[src/design/assert_macros.svh]
`ifndef ASSERT_MACROS_SVH
`define ASSERT_MACROS_SVH

// expr must never hold at a clock edge outside reset
`define ASSERT_NEVER(label, clk, rst, expr) \
  label: assert property (@(posedge clk) disable iff (rst) !(expr)) \
    else $error("assertion failed");

// ante at one edge implies cons at the next
`define ASSERT_NEXT(label, clk, rst, ante, cons) \
  label: assert property (@(posedge clk) disable iff (rst) (ante) |=> (cons)) \
    else $error("assertion failed");

`endif

[src/design/gbn_pkg.sv]
`default_nettype none

package gbn_pkg;

  localparam int DEF_MAX_WINDOW = 16;
  localparam int DEF_SEQ_BITS   = 16;

  localparam int WIN_W     = 5;
  localparam int TOTAL_W   = 16;
  localparam int TIMEOUT_W = 24;
  localparam int ACK_W     = 16;
  localparam int SEQ_OUT_W = 16;
  localparam int EV_W      = 2;
  localparam int CFG_IDX_W = 2;
  localparam int CFG_DAT_W = 24;

  localparam logic [WIN_W-1:0]     RST_WINDOW  = WIN_W'(4);
  localparam logic [TOTAL_W-1:0]   RST_TOTAL   = TOTAL_W'(10);
  localparam logic [TIMEOUT_W-1:0] RST_TIMEOUT = TIMEOUT_W'(1000);
  localparam logic [TIMEOUT_W-1:0] TICK_MAX    = '1;

  localparam logic KIND_SEND   = 1'b0;
  localparam logic KIND_STATUS = 1'b1;

  typedef enum logic [EV_W-1:0] {
    EV_NONE    = 2'd0,
    EV_ADVANCE = 2'd1,
    EV_DUP     = 2'd2,
    EV_TIMEOUT = 2'd3
  } ev_t;

  typedef enum logic [CFG_IDX_W-1:0] {
    CFG_WINDOW  = 2'd0,
    CFG_TOTAL   = 2'd1,
    CFG_TIMEOUT = 2'd2
  } cfg_idx_t;

  typedef enum logic [2:0] {
    S_IDLE,
    S_UPDATE,
    S_PLAN,
    S_SEND,
    S_STATUS
  } state_t;

  typedef struct packed {
    logic load;
    logic update;
    logic plan;
    logic step;
    logic status;
  } ctl_cmd_t;

  typedef struct packed {
    logic send_ok;
  } dp_stat_t;

endpackage

`default_nettype wire

[src/design/gbn_in_if.sv]
`default_nettype none

interface gbn_in_if;
  import gbn_pkg::*;

  logic             valid;
  logic             ready;
  logic             mode;
  logic [ACK_W-1:0] ack_seq;

  modport source (output valid, mode, ack_seq, input ready);
  modport sink (input valid, mode, ack_seq, output ready);
endinterface

`default_nettype wire

[src/design/gbn_out_if.sv]
`default_nettype none

interface gbn_out_if;
  import gbn_pkg::*;

  logic                 valid;
  logic                 ready;
  logic                 kind;
  logic [SEQ_OUT_W-1:0] seq_out;
  logic [EV_W-1:0]      event_res;
  logic [SEQ_OUT_W-1:0] window_base;
  logic                 done_res;
  logic                 last;

  modport source (output valid, kind, seq_out, event_res, window_base, done_res, last,
                  input ready);
  modport sink (input valid, kind, seq_out, event_res, window_base, done_res, last,
                output ready);
endinterface

`default_nettype wire

[src/design/gbn_ctrl.sv]
`default_nettype none

module gbn_ctrl (
  input  wire               clk,
  input  wire               rst,
  input  wire               in_valid,
  output logic              in_ready,
  output logic              out_valid,
  input  wire               out_ready,
  input  gbn_pkg::dp_stat_t stat,
  output gbn_pkg::ctl_cmd_t cmd
);
  import gbn_pkg::*;

  state_t state, state_next;

  always_ff @(posedge clk) begin
    if (rst) begin
      state <= S_IDLE;
    end else begin
      state <= state_next;
    end
  end

  always_comb begin
    state_next = state;
    unique case (state)
      S_IDLE: begin
        if (in_valid) state_next = S_UPDATE;
      end
      S_UPDATE: state_next = S_PLAN;
      S_PLAN:   state_next = S_SEND;
      S_SEND: begin
        if (!stat.send_ok) state_next = S_STATUS;
      end
      S_STATUS: begin
        if (out_ready) state_next = S_IDLE;
      end
      default: state_next = S_IDLE;
    endcase
  end

  always_comb begin
    cmd       = '0;
    in_ready  = 1'b0;
    out_valid = 1'b0;
    unique case (state)
      S_IDLE: begin
        in_ready = 1'b1;
        cmd.load = in_valid;
      end
      S_UPDATE: cmd.update = 1'b1;
      S_PLAN:   cmd.plan = 1'b1;
      S_SEND: begin
        out_valid = stat.send_ok;
        cmd.step  = stat.send_ok && out_ready;
      end
      S_STATUS: begin
        out_valid  = 1'b1;
        cmd.status = 1'b1;
      end
      default: ;
    endcase
  end

endmodule

`default_nettype wire

[src/design/gbn_dp.sv]
`default_nettype none

module gbn_dp #(
  parameter int MAX_WINDOW = gbn_pkg::DEF_MAX_WINDOW,
  parameter int SEQ_BITS   = gbn_pkg::DEF_SEQ_BITS
) (
  input  wire                              clk,
  input  wire                              rst,
  input  wire                              cfg_we,
  input  wire  [gbn_pkg::CFG_IDX_W-1:0]    cfg_index,
  input  wire  [gbn_pkg::CFG_DAT_W-1:0]    cfg_data,
  input  wire                              in_mode,
  input  wire  [gbn_pkg::ACK_W-1:0]        in_ack_seq,
  input  gbn_pkg::ctl_cmd_t                cmd,
  output gbn_pkg::dp_stat_t                stat,
  output logic                             out_kind,
  output logic [gbn_pkg::SEQ_OUT_W-1:0]    out_seq_out,
  output logic [gbn_pkg::EV_W-1:0]         out_event_res,
  output logic [gbn_pkg::SEQ_OUT_W-1:0]    out_window_base,
  output logic                             out_done_res,
  output logic                             out_last
);
  import gbn_pkg::*;

  localparam int SB = SEQ_BITS;
  localparam int CW = ((SEQ_BITS > ACK_W) ? SEQ_BITS : ACK_W) + 1;
  localparam int NW = $clog2(MAX_WINDOW + 1);
  localparam int WW = (NW > WIN_W) ? NW : WIN_W;

  logic [WIN_W-1:0]     win_cfg;
  logic [TOTAL_W-1:0]   total_cfg;
  logic [TIMEOUT_W-1:0] timeout_ticks;

  logic [SB-1:0]        base_seq, base_seq_next;
  logic [SB-1:0]        next_seq, next_seq_next;
  logic [TIMEOUT_W-1:0] idle_ticks, idle_ticks_next;
  ev_t                  ev, ev_next;

  logic                 mode;
  logic [ACK_W-1:0]     ack_seq;
  logic [CW-1:0]        limit;
  logic                 done;
  logic [NW-1:0]        cnt;

  logic [CW-1:0]        ack_ext, base_ext, total_ext, cand_full, cand_clip;
  logic [SB-1:0]        cand;
  logic [TIMEOUT_W-1:0] idle_inc, tick_lim;
  logic [WW-1:0]        win_eff;
  logic [CW-1:0]        limit_sum;

  assign ack_ext   = CW'(ack_seq);
  assign base_ext  = CW'(base_seq);
  assign total_ext = CW'(total_cfg);
  assign cand_full = ack_ext + CW'(1);
  assign cand_clip = (cand_full > total_ext) ? total_ext : cand_full;
  assign cand      = cand_clip[SB-1:0];
  assign idle_inc  = (idle_ticks == TICK_MAX) ? idle_ticks : idle_ticks + TIMEOUT_W'(1);
  assign tick_lim  = (timeout_ticks == '0) ? TIMEOUT_W'(1) : timeout_ticks;
  assign win_eff   = (WW'(win_cfg) > WW'(MAX_WINDOW)) ? WW'(MAX_WINDOW)
                                                      : WW'(win_cfg);
  assign limit_sum = base_ext + CW'(win_eff);

  // protocol state update for one accepted item
  always_comb begin
    base_seq_next   = base_seq;
    next_seq_next   = next_seq;
    idle_ticks_next = idle_ticks;
    ev_next         = EV_NONE;
    if (mode) begin
      idle_ticks_next = '0;
      if (ack_ext >= base_ext) begin
        if (CW'(cand) > base_ext) begin
          base_seq_next = cand;
          ev_next       = EV_ADVANCE;
        end
      end else begin
        ev_next = EV_DUP;
      end
      if (next_seq < base_seq_next) next_seq_next = base_seq_next;
    end else if (base_ext < total_ext) begin
      if (idle_inc >= tick_lim) begin
        next_seq_next   = base_seq;
        idle_ticks_next = '0;
        ev_next         = EV_TIMEOUT;
      end else begin
        idle_ticks_next = idle_inc;
      end
    end
  end

  always_ff @(posedge clk) begin
    if (rst) begin
      win_cfg       <= RST_WINDOW;
      total_cfg     <= RST_TOTAL;
      timeout_ticks <= RST_TIMEOUT;
      base_seq      <= '0;
      next_seq      <= '0;
      idle_ticks    <= '0;
    end else begin
      if (cfg_we) begin
        unique case (cfg_idx_t'(cfg_index))
          CFG_WINDOW:  win_cfg       <= cfg_data[WIN_W-1:0];
          CFG_TOTAL:   total_cfg     <= cfg_data[TOTAL_W-1:0];
          CFG_TIMEOUT: timeout_ticks <= cfg_data[TIMEOUT_W-1:0];
          default: ;
        endcase
      end
      if (cmd.update) begin
        base_seq   <= base_seq_next;
        next_seq   <= next_seq_next;
        idle_ticks <= idle_ticks_next;
      end else if (cmd.step) begin
        next_seq <= next_seq + SB'(1);
      end
    end
  end

  always_ff @(posedge clk) begin
    if (cmd.load) begin
      mode    <= in_mode;
      ack_seq <= in_ack_seq;
    end
    if (cmd.update) ev <= ev_next;
    if (cmd.plan) begin
      done  <= (base_ext >= total_ext);
      limit <= (limit_sum > total_ext) ? total_ext : limit_sum;
      cnt   <= '0;
    end else if (cmd.step) begin
      cnt <= cnt + NW'(1);
    end
  end

  assign stat.send_ok = (CW'(next_seq) < limit) && (cnt < NW'(MAX_WINDOW));

  assign out_kind        = cmd.status ? KIND_STATUS : KIND_SEND;
  assign out_seq_out     = SEQ_OUT_W'(next_seq);
  assign out_event_res   = ev;
  assign out_window_base = SEQ_OUT_W'(base_seq);
  assign out_done_res    = done;
  assign out_last        = cmd.status;

endmodule

`default_nettype wire

[src/design/go_back_n_sender_window.sv]
// Accepts one item, then updates the protocol state (S_UPDATE) and plans the window (S_PLAN).
// Sends leave one per cycle while the sink is ready, up to MAX_WINDOW of them,
// then the controller leaves S_SEND for S_STATUS and the status item follows.
// Synchronous rst: window 4, total 10, timeout 1000; base, next and idle count cleared.
`default_nettype none

`include "assert_macros.svh"

module go_back_n_sender_window #(
  parameter int MAX_WINDOW = gbn_pkg::DEF_MAX_WINDOW,
  parameter int SEQ_BITS   = gbn_pkg::DEF_SEQ_BITS
) (
  input  wire                           clk,
  input  wire                           rst,
  input  wire                           cfg_we,
  input  wire  [gbn_pkg::CFG_IDX_W-1:0] cfg_index,
  input  wire  [gbn_pkg::CFG_DAT_W-1:0] cfg_data,
  gbn_in_if.sink                        evt,
  gbn_out_if.source                     res
);
  import gbn_pkg::*;

  ctl_cmd_t cmd;
  dp_stat_t stat;

  gbn_ctrl u_ctrl (
    .clk       (clk),
    .rst       (rst),
    .in_valid  (evt.valid),
    .in_ready  (evt.ready),
    .out_valid (res.valid),
    .out_ready (res.ready),
    .stat      (stat),
    .cmd       (cmd)
  );

  gbn_dp #(
    .MAX_WINDOW (MAX_WINDOW),
    .SEQ_BITS   (SEQ_BITS)
  ) u_dp (
    .clk             (clk),
    .rst             (rst),
    .cfg_we          (cfg_we),
    .cfg_index       (cfg_index),
    .cfg_data        (cfg_data),
    .in_mode         (evt.mode),
    .in_ack_seq      (evt.ack_seq),
    .cmd             (cmd),
    .stat            (stat),
    .out_kind        (res.kind),
    .out_seq_out     (res.seq_out),
    .out_event_res   (res.event_res),
    .out_window_base (res.window_base),
    .out_done_res    (res.done_res),
    .out_last        (res.last)
  );

  `ASSERT_NEVER(a_no_overlap, clk, rst, evt.ready && res.valid)
  `ASSERT_NEXT(a_accept_quiet, clk, rst, evt.valid && evt.ready, !res.valid && !evt.ready)
  `ASSERT_NEXT(a_status_ends, clk, rst, res.valid && res.ready && res.last, evt.ready)

endmodule

`default_nettype wire

[src/flat_wrapper.sv]
// flat-port wrapper written by rule: the top's interface ports become plain ports
module go_back_n_sender_window_flat import gbn_pkg::*;
#(
  parameter int MAX_WINDOW = gbn_pkg::DEF_MAX_WINDOW,
  parameter int SEQ_BITS   = gbn_pkg::DEF_SEQ_BITS
)
  (clk, rst, cfg_we, cfg_index, cfg_data, evt_valid, evt_mode, evt_ack_seq, evt_ready, res_valid, res_kind, res_seq_out, res_event_res, res_window_base, res_done_res, res_last, res_ready);
  gbn_in_if evt_i ();
  gbn_out_if res_i ();
  input  wire clk;
  input  wire rst;
  input  wire cfg_we;
  input  wire  [gbn_pkg::CFG_IDX_W-1:0] cfg_index;
  input  wire  [gbn_pkg::CFG_DAT_W-1:0] cfg_data;
  input wire logic [$bits(evt_i.valid)-1:0] evt_valid;
  input wire logic [$bits(evt_i.mode)-1:0] evt_mode;
  input wire logic [$bits(evt_i.ack_seq)-1:0] evt_ack_seq;
  output wire logic [$bits(evt_i.ready)-1:0] evt_ready;
  output wire logic [$bits(res_i.valid)-1:0] res_valid;
  output wire logic [$bits(res_i.kind)-1:0] res_kind;
  output wire logic [$bits(res_i.seq_out)-1:0] res_seq_out;
  output wire logic [$bits(res_i.event_res)-1:0] res_event_res;
  output wire logic [$bits(res_i.window_base)-1:0] res_window_base;
  output wire logic [$bits(res_i.done_res)-1:0] res_done_res;
  output wire logic [$bits(res_i.last)-1:0] res_last;
  input wire logic [$bits(res_i.ready)-1:0] res_ready;
  assign evt_i.valid = evt_valid;
  assign evt_i.mode = evt_mode;
  assign evt_i.ack_seq = evt_ack_seq;
  assign evt_ready = evt_i.ready;
  assign res_valid = res_i.valid;
  assign res_kind = res_i.kind;
  assign res_seq_out = res_i.seq_out;
  assign res_event_res = res_i.event_res;
  assign res_window_base = res_i.window_base;
  assign res_done_res = res_i.done_res;
  assign res_last = res_i.last;
  assign res_i.ready = res_ready;
  go_back_n_sender_window #(.MAX_WINDOW(MAX_WINDOW), .SEQ_BITS(SEQ_BITS)) u_core (.clk(clk), .rst(rst), .cfg_we(cfg_we), .cfg_index(cfg_index), .cfg_data(cfg_data), .evt(evt_i), .res(res_i));
endmodule
[config.mk]
export PLATFORM = sky130hd
export DESIGN_NAME = go_back_n_sender_window_flat
export DESIGN_NICKNAME = d
export VERILOG_FILES = /design/src/design/gbn_pkg.sv /design/src/design/gbn_in_if.sv /design/src/design/gbn_out_if.sv /design/src/design/gbn_ctrl.sv /design/src/design/gbn_dp.sv /design/src/design/go_back_n_sender_window.sv /design/src/flat_wrapper.sv
export VERILOG_INCLUDE_DIRS = /design/src /design/src/design
export SDC_FILE = /design/constraint.sdc
export NUM_CORES = 1
export LEC_CHECK = 0
export ABC_AREA = 1
export CAP_MARGIN = 20
export CORE_MARGIN = 2
export CORE_UTILIZATION = 40
export DETAILED_ROUTE_END_ITERATION = 6
export DONT_BUFFER_PORTS = 1
export HOLD_SLACK_MARGIN = 0.12
export MAX_ROUTING_LAYER = met4
export REMOVE_ABC_BUFFERS = 1
export SYNTH_ARGS = -nofsm -noshare
export SYNTH_HDL_FRONTEND = slang
export SYNTH_SLANG_ARGS = --single-unit
[constraint.sdc]
create_clock -name clk -period 5.95 [get_ports clk]
set_input_delay 0.8925 -clock clk [delete_from_list [all_inputs] [get_ports clk]]
set_output_delay 0.8925 -clock clk [all_outputs]
set_load 0.03 [all_outputs]
Yosys cells after proc, flatten, opt, wreduce, memory -nomap -nowiden
Index checks and enable logic that the tools add are counted.
{ "word_totals": {"word_cells": 91, "input_bits": 48, "register_bits": 146} }
{ "classes": {"n_reduce_logical": 14, "muxes": 34, "magnitude_cmp": 11, "n_addsub": 5, "n_eq_ne": 13} }
{ "ops": {"columns": ["cell", "count"], "rows": [
  ["16-bit two-way mux", 11],
  ["24-bit two-way mux", 5],
  ["17-bit by 16-bit greater-than comparator with 1-bit output", 2],
  ["16-bit greater-or-equal comparator", 2],
  ["16-bit less-than comparator", 2],
  ["24-bit by 1-bit adder with 24-bit output (second input constant)", 1],
  ["24-bit equality test (second input constant)", 1],
  ["24-bit greater-or-equal comparator", 1],
  ["24-bit zero test", 1],
  ["16-bit by 1-bit adder with 17-bit output (second input constant)", 1],
  ["16-bit by 5-bit adder with 17-bit output", 1],
  ["16-bit by 17-bit less-than comparator with 1-bit output", 1],
  ["16-bit by 1-bit adder with 16-bit output (second input constant)", 1],
  ["16-bit greater-than comparator", 1],
  ["3-bit one-hot mux with 5 select lines", 1],
  ["2-bit AND reduction", 5],
  ["3-bit two-way mux", 3],
  ["3-bit inequality test (second input constant)", 3],
  ["1-bit two-way mux", 8],
  ["2-bit two-way mux", 4],
  ["3-bit by 2-bit equality test with 1-bit output (second input constant)", 2],
  ["2-bit inequality test (second input constant)", 3],
  ["5-bit by 1-bit adder with 5-bit output (second input constant)", 1],
  ["5-bit greater-than comparator (second input constant)", 1],
  ["other kinds (13)", 15]
]} }

Longest topological paths before layout
Gate-level depths: netlist of run 1.
{ "depth": {"ltp_word": 11, "ltp_mapped": 48, "ltp_nobuf": 47} }

Modules after synthesis
A second synthesis of run 1 with hierarchy kept.
{ "hier_totals": {"hier_cells": 1459, "area_unflattened_um2": 10876.7} }
{ "by_module_without_submodules": {"columns": ["mod", "instances", "seq_area_each_um2", "cells_per_inst", "area_per_inst_um2"], "rows": [
  ["gbn_dp", 1, 3233.1, 1425, 10665.2],
  ["gbn_ctrl", 1, 60.1, 34, 211.5]
]} }

Worst setup path after synthesis of run 1
OpenSTA, ideal clock, no wires.
{ "synth_path": {"path_kind": "reg-to-reg", "from": "reg u_core.u_dp.ack_seq[0]", "to": "reg u_core.u_dp.next_seq[11] (netlist: u_core.u_dp.out_seq_out[11])", "setup_ns": 0.116, "t_arrival_ns": 5.081, "stages_incl_launch_ff": 37, "path_slack_ns": 0.752, "cell_sequence": "edfxtp_1 ha_1 nand2_1 nor2_4 nand2_2 nor3_1 nand4_1 xor2_1 inv_1 ha_1 nand2_1 nor3_1 nand2_1 nor2_1 o21ai_1 nand2_2 buf_4 o21ai_2 ha_1 nand2_1 nor3_1 nand3_1 nand3_1 clkbuf_1 nand2_1 o21ai_1 ha_1 a21oi_1 nor2_1 a211oi_1 o221a_2 nand2_1 nand2_2 buf_6 nand3b_1 nand2_1 nor2_1"} }
{ "synth_via": {"elab_chain_len": 10} }
{ "synth_rtl": {"columns": ["item", "line", "text"], "rows": [
  ["from (decl)", "gbn_dp.sv:40", "logic [ACK_W-1:0] ack_seq;"],
  ["from (signal assigned)", "gbn_dp.sv:121", "ack_seq <= in_ack_seq;"],
  ["16-bit by 1-bit adder with 17-bit output", "gbn_dp.sv:54", "assign cand_full = ack_ext + CW'(1);"],
  ["17-bit by 16-bit greater-than comparator with 1-bit output", "gbn_dp.sv:55", "assign cand_clip = (cand_full > total_ext) ? total_ext : cand_full;"],
  ["16-bit two-way mux", "gbn_dp.sv:55", null],
  ["16-bit greater-than comparator", "gbn_dp.sv:72", "if (CW'(cand) > base_ext) begin"],
  ["16-bit two-way mux", "gbn_dp.sv:72", null],
  ["16-bit two-way mux *", "gbn_dp.sv:71", "if (ack_ext >= base_ext) begin"],
  ["16-bit two-way mux *", "gbn_dp.sv:69", "if (mode) begin"],
  ["16-bit less-than comparator or 16-bit two-way mux (tied branches)", "gbn_dp.sv:79", "if (next_seq < base_seq_next) next_seq_next = base_seq_next;"],
  ["3-bit inequality test (no source line) or 16-bit two-way mux (tied branches)", null, null],
  ["4-bit AND reduction (no source line) or 16-bit two-way mux (tied branches)", null, null],
  ["to (signal assigned)", "gbn_dp.sv:110", "next_seq <= next_seq_next;"],
  ["to (signal assigned)", "gbn_dp.sv:113", "next_seq <= next_seq + SB'(1);"],
  ["to (decl)", "gbn_dp.sv:35", "logic [SB-1:0] next_seq, next_seq_next;"]
]} }
Every way passes the cells marked *; elsewhere a longest branch is shown, timed or not. The select of a mux whose other input is x is not followed.
A chain may end at the register's enable or synchronous reset.

Worst setup path in the final report of run 1
{ "layout_path": {"from": "reg u_core.u_dp.ack_seq[0]", "to": "reg u_core.u_dp.next_seq[13] (netlist: u_core.u_dp.out_seq_out[13])"} }
The elaborated chain is that of the path after synthesis.

==> results.toml, run 1 <==
[route]
drt-total-wl_um = 30100
antenna_left = 0
dr_total_vias = 9647
drt_iter0_drc = 676
via_per_inst = 5.31
avgRoutedWirePerCell_um = 16.5
dr.pass1.iters = 5
drc = 0

[cts]
cts_tree = "yes"
h-tree-depth = 4
cts.clk_slew.worst_paths_ps = 70
cts_root_buf = "clkbuf_16"
ctsHoldBuffers = 0
clock-sinks = 146
clockBufferDepth = 2
numCtsBuffers = 17
clkLatencyLatePin_ps = 440

[power_and_ir_drop]
power_density_nw_per_um2 = 338
leakagePower_nw = 5.26
clock_power_share = 0.264
switching_share = 0.412
pwr-share-comb = 0.402
internal-power_w = 0.00241
ir_drop_mv = 0.201
pwr-share-seq = 0.334
p_switching_w = 0.00169

[setup_path]
r2r-start = "u_core.u_dp.ack_seq[0]"
critPathCaptureType = "flop"
cp-start-kind = "flop"
slowest_delay_ps = 400
arrival_ps = 5950
path_class = "reg -> reg"
crit_path_max_fanout = 8
slowest_stage = "edfxtp_1"
crit_required_ps = 6270
crit_top_cell = "nand2_1"
critPathLaunch = "u_core.u_dp.ack_seq[0]"

[final_layout]
fill_cells = 2603
syn_to_final_growth_pct = 12.7
drive_gt1_frac = 0.0948
multi_input_area_um2 = 6780
final_nets = 1656
seq_area_um2 = 3290

[outcome]
status = "finished, final reports clean"

[global_routing]
grt_pass1_wl_um = 46300
antenna_found_initial = 6
grt-ovfl-total = 0
grt_max_degree = 64
grt_usage = 0.214
grt_pass1_vias = 8925

[sta]
setup_viol = 0
tns_ps = 0
relSlewSlack = 0.271
tightest_slew_ps = 1090
fin_skew_ps = 17.7
fin_ws_ps = 326
slew_viol_final = 0
fin_crit_ps = 5620
min_period_over_period = 0.945
fmax_mhz = 178
hold_violations = 0

[worst_hold_path]
hp-class = "reg -> reg"
hp-start = "u_core.u_dp.win_cfg[1]"

[synth]
synth_area_leaders = "dfxtp_1, ha_1, nand2_1"
seq_area_frac_synth = 0.307
ys_ff_latch = 146
yosysTopAreaCell = "dfxtp_1"
yosysWarningCount = 0
yosysUniqueCellTypes = 51
yosysMostFrequentCell = "nand2_1"
async_reset_ff_frac = 0
postSynthAreaPerCell_um2 = 7.36
netlist_instances = 1459
synth_top_area_share = 0.203
synth_commonest_cells = "nand2_1, inv_1, a21oi_1"
synth_flop_cell = "dfxtp_1"
syn_area_um2 = 10700
synth_edf_count = 37

[floorplan]
die_area_um2 = 28200
die_h_um = 168
boundaryPins = 87
rows = 59
core_um2 = 26200
die_w_um = 168
initial_core_util = 0.410

[run]
maxCapViolCount = 0

[placement]
detailed_place_hpwl_um = 22700
gp_congestion = 0.913
post-place-ws_ps = -42.9
port-buffer-count = 0
## timing repair
item                                    4_1_cts  5_1_grt
pin swaps                                     0        5
endpoints found under the setup margin        7       16
cloned                                        0        8
buffers inserted                              0        8
gates resized for setup                       1       38
## worst max-delay path: cells and delay by family (launching register included)
family,cells,cell delay [ps]
and+or+nand+nor,21,2170
AOI/OAI and AO/OA,8,1140
adders and majority gates,4,990
buffers and inverters,4,580
DFF,1,400
xor gates and xnor gates,1,230
## kinds of logic after synthesis
logic type,count (synthesis),share of synthesized area
AND/OR/NAND/NOR,590,0.241
multiplexers,1,0.000932
other,1,0.000349
AO/OA/AOI/OAI,313,0.165
flip-flops,146,0.307
adder cells (fa/ha/maj),144,0.168
XOR/XNOR,44,0.0359
buffers and inverters,220,0.0813
## sequential cells by signal, summed over array words and instances (netlist names)
name,cells
u_core.u_ctrl.state,3
u_core.u_dp.out_done_res,1
u_core.u_dp.cnt,5
u_core.u_dp.out_window_base,16
u_core.u_dp.timeout_ticks,24
u_core.u_dp.out_seq_out,16
u_core.u_dp.out_event_res,2
u_core.u_dp.win_cfg,5
u_core.u_dp.mode,1
u_core.u_dp.ack_seq,16
u_core.u_dp.idle_ticks,24
u_core.u_dp.total_cfg,16
u_core.u_dp.limit,17
## stage by stage
stage	util	std cells	cell area (um^2)	power, W	hold WS (ps)
finish	0.462	1818	12100	0.00409	458
global route	0.462	1818	12100	0.00436	480
CTS	0.445	1795	11700	0.00387	464
detailed placement	0.422	1763	11100	0.00279	455
global placement	0.422	1763	11100	0.00276	447
floorplan	-	1418	10500	0.00236	431
## path summary, 6_finish.rpt
kind | endpoint | slack [ps] | depth (start not counted)
max | u_core.u_dp.out_seq_out[13] | 330 | 38
min | u_core.u_dp.win_cfg[1] | 460 | 2
max reg2reg | u_core.u_dp.out_seq_out[13] | 330 | 38
min reg2reg | u_core.u_dp.win_cfg[1] | 460 | 2
## placed cells by master (no fill, tap or decap), types with 6 or more instances in the layout
cell / synthesis / layout
nor3_2: 2 / 6
o21ai_2: 15 / 20
dfxtp_1: 109 / 109
buf_4: 4 / 15
o21ai_1: 17 / 9
nor3_1: 34 / 29
nand3b_1: 16 / 16
edfxtp_1: 37 / 37
o211ai_1: 15 / 15
nand4_1: 22 / 22
o21ai_0: 74 / 74
a21oi_1: 154 / 152
ha_1: 143 / 138
xnor2_1: 14 / 14
nor2_2: 4 / 6
nand3_1: 34 / 33
nand2_2: 7 / 7
xor2_1: 30 / 29
o221ai_1: 6 / 6
inv_1: 171 / 171
nand2_1: 328 / 325
or2_2: 10 / 10
clkbuf_16: 0 / 23
or2_1: 6 / 6
diode_2: 0 / 6
a211oi_1: 6 / 6
nor2_1: 111 / 108
## power groups by stage
stage	Combinational (W)	Clock (W)	Sequential (W)
2_1_floorplan	0.00103	0	0.00133
3_3_place_gp	0.00137	0	0.00138
3_5_place_dp	0.00140	0	0.00139
4_1_cts	0.00141	0.00110	0.00136
5_1_grt	0.00184	0.00114	0.00138
6_report	0.00164	0.00108	0.00137
## area by class of cell
| type | count | share of cell area |
|---|---|---|
| clock inverters | 11 | 0.00910 |
| diodes | 6 | 0.00124 |
| clock buffers | 21 | 0.0390 |
| inverters | 179 | 0.0555 |
| repair buffers | 26 | 0.0277 |
| multi-input cells | 1094 | 0.561 |
| flip-flops and latches | 146 | 0.272 |
| well taps | 335 | 0.0346 |
## routing by layer
metal  vias up  GRT usage  share of wire
li1       4936          -              -
met1      4467      0.257           0.45
met2       206      0.360           0.48
met3        38     0.0442          0.051
met4         0     0.0696          0.022
met5         -          -              0
Power figures use the tool's default switching activity.
==> run 2, diff against run 1 <==
--- a/config.mk
+++ b/config.mk
@@ -17,4 +17,5 @@
 export REMOVE_ABC_BUFFERS = 1
 export SYNTH_ARGS = -nofsm -noshare
 export SYNTH_HDL_FRONTEND = slang
+export SYNTH_HIERARCHICAL = 1
 export SYNTH_SLANG_ARGS = --single-unit
==> results.toml, run 2 <==
[global_routing]
grt_max_degree = 46
antenna_found_initial = 6
grt_usage = 0.211
grt-ovfl-total = 0
grt_pass1_vias = 8854
grt_pass1_wl_um = 46200

[cts]
cts_root_buf = "clkbuf_16"
clockBufferDepth = 2
clkLatencyLatePin_ps = 430
h-tree-depth = 4
clock-sinks = 146
cts_tree = "yes"
cts.clk_slew.worst_paths_ps = 70
numCtsBuffers = 17

[route]
dr.pass1.iters = 6
drt-total-wl_um = 30100
drc = 0
antenna_left = 0
via_per_inst = 5.27
avgRoutedWirePerCell_um = 16.4
drt_iter0_drc = 652
dr_total_vias = 9682

[floorplan]
die_w_um = 169
initial_core_util = 0.406
core_um2 = 26800
die_area_um2 = 28500
boundaryPins = 87
die_h_um = 169
rows = 60

[sta]
fin_ws_ps = 239
tightest_slew_ps = 984
relSlewSlack = 0.342
min_period_over_period = 0.960
fin_crit_ps = 5710
slew_viol_final = 0
fin_skew_ps = 9.81
holdWs_ps = 460
fmax_mhz = 175
setup_viol = 0
hold_violations = 0

[power_and_ir_drop]
pwr-share-seq = 0.334
switching_share = 0.415
p_switching_w = 0.00168
ir_drop_mv = 0.197
pwr-share-comb = 0.393
clock_power_share = 0.273
leakagePower_nw = 5.46
power_density_nw_per_um2 = 327
internal-power_w = 0.00236

[synth]
ys_ff_latch = 146
postSynthAreaPerCell_um2 = 7.45
async_reset_ff_frac = 0
yosysTopAreaCell = "dfxtp_1"
netlist_instances = 1459
seq_area_frac_synth = 0.303
syn_area_um2 = 10900
synth_area_leaders = "dfxtp_1, ha_1, nand2_1"
yosysMostFrequentCell = "nand2_1"
yosysUniqueCellTypes = 56
synth_top_area_share = 0.201
synth_flop_cell = "dfxtp_1"
yosysWarningCount = 6
synth_commonest_cells = "nand2_1, inv_1, a21oi_1"
synth_edf_count = 37

[final_layout]
finish.utilization = 0.460
final_nets = 1668
finish.instance_area_um2 = 12300
syn_to_final_growth_pct = 13.4
layout_commonest_cell = "nand2_1"
fin_cells = 1836
reg_top3 = "u_core/u_dp/idle_ticks x24, u_core/u_dp/timeout_ticks x24, u_core/u_dp/limit x17"
layout_common_cells = "nand2_1, inv_1, a21oi_1"
drive_gt1_frac = 0.122

[placement]
post-place-ws_ps = -236
gp_congestion = 0.873
port-buffer-count = 0
dp.cells = 1774
dpl_cell_area_um2 = 11200
detailed_place_hpwl_um = 22900

[setup_path]
slowest_delay_ps = 400
slowest_stage = "edfxtp_1"
path_class = "reg -> reg"
cp-start-kind = "flop"
crit_top_cell = "nand2_1"
critPathCaptureType = "flop"
crit_path_max_fanout = 16
arrival_ps = 6020
crit_required_ps = 6260

[outcome]
status = "finished, final reports clean"

[worst_hold_path]
hp-class = "reg -> reg"

[run]
maxCapViolCount = 0
## run 2: cell count changes after synthesis, moves of 6 or more
cell / delta
nor3_1: -9
inv_1: +20
or2_1: +7
nand3_2: +18
nor2_1: -7
or2_2: -9
nand2_1: -21
nand3_1: +10
nand3b_1: -13
nor2_2: +6
o21ai_0: -10
## run 2: cell families after synthesis
logic type,after synthesis,share of synthesized area
flip-flops,146,0.303
other,1,0.000345
XOR/XNOR,46,0.0377
AND/OR/NAND/NOR,575,0.242
buffers and inverters,237,0.0872
AO/OA/AOI/OAI,308,0.162
multiplexers,2,0.00184
adder cells (fa/ha/maj),144,0.166
## run 2: final timing paths
check,cells after the start,to,start,slack (ps)
hold / removal,2,u_core/u_dp/win_cfg[1],u_core/u_dp/win_cfg[1],460
setup / recovery,41,u_core/u_dp/out_seq_out[8],u_core/u_dp/ack_seq[1],240
setup reg to reg,41,u_core/u_dp/out_seq_out[8],u_core/u_dp/ack_seq[1],240
hold reg to reg,2,u_core/u_dp/win_cfg[1],u_core/u_dp/win_cfg[1],460
## run 2: cell type report
cell class                      count  area [um^2]
Tap cell                          341          427
Clock inverter                     13          134
Clock buffer                       19          464
Antenna cell                        6         15.0
Fill cell                        2627        14500
Sequential cell                   146         3290
Inverter                          194          728
Multi-Input combinational cell   1079         6920
Timing Repair Buffer               38          352
## run 2: metrics by stage
step / TNS (ps) / total power [W]
floorplan: 0 / 0.00233
global placement: -1050 / 0.00268
detailed placement: -3160 / 0.00272
CTS: 0 / 0.00385
global route: -1980 / 0.00432
finish: 0 / 0.00404
## run 2: metal layers
layer | up-vias | track usage | part of all wire
met5 | - | - | 0
met4 | 0 | 0.0585 | 0.019
met3 | 36 | 0.0491 | 0.067
met2 | 266 | 0.349 | 0.47
met1 | 4429 | 0.258 | 0.44
li1 | 4951 | - | -
## run 2: power by group through the flow
stage,registers [W],clock network [W],logic [W]
2_1_floorplan,0.00133,0,0.000995
3_3_place_gp,0.00137,0,0.00131
3_5_place_dp,0.00137,0,0.00135
4_1_cts,0.00135,0.00113,0.00137
5_1_grt,0.00137,0.00117,0.00178
6_report,0.00135,0.00110,0.00159
## run 2: critical path: cells and delay by family, from the launching register on
kind                       cells  cell delay, ps
DFF                            1             400
xor gates and xnor gates       1             220
buffers and inverters          4             500
AOI/OAI and AO/OA              6            1010
adders and majority gates      3             930
and+or+nand+nor               27            2540
## run 2: timing repair
item	CTS	global route
hold buffers	0	0
buffers inserted	0	18
gates cloned	0	6
pin swaps	0	20
resized for setup	3	46
endpoints found under the setup margin	16	16
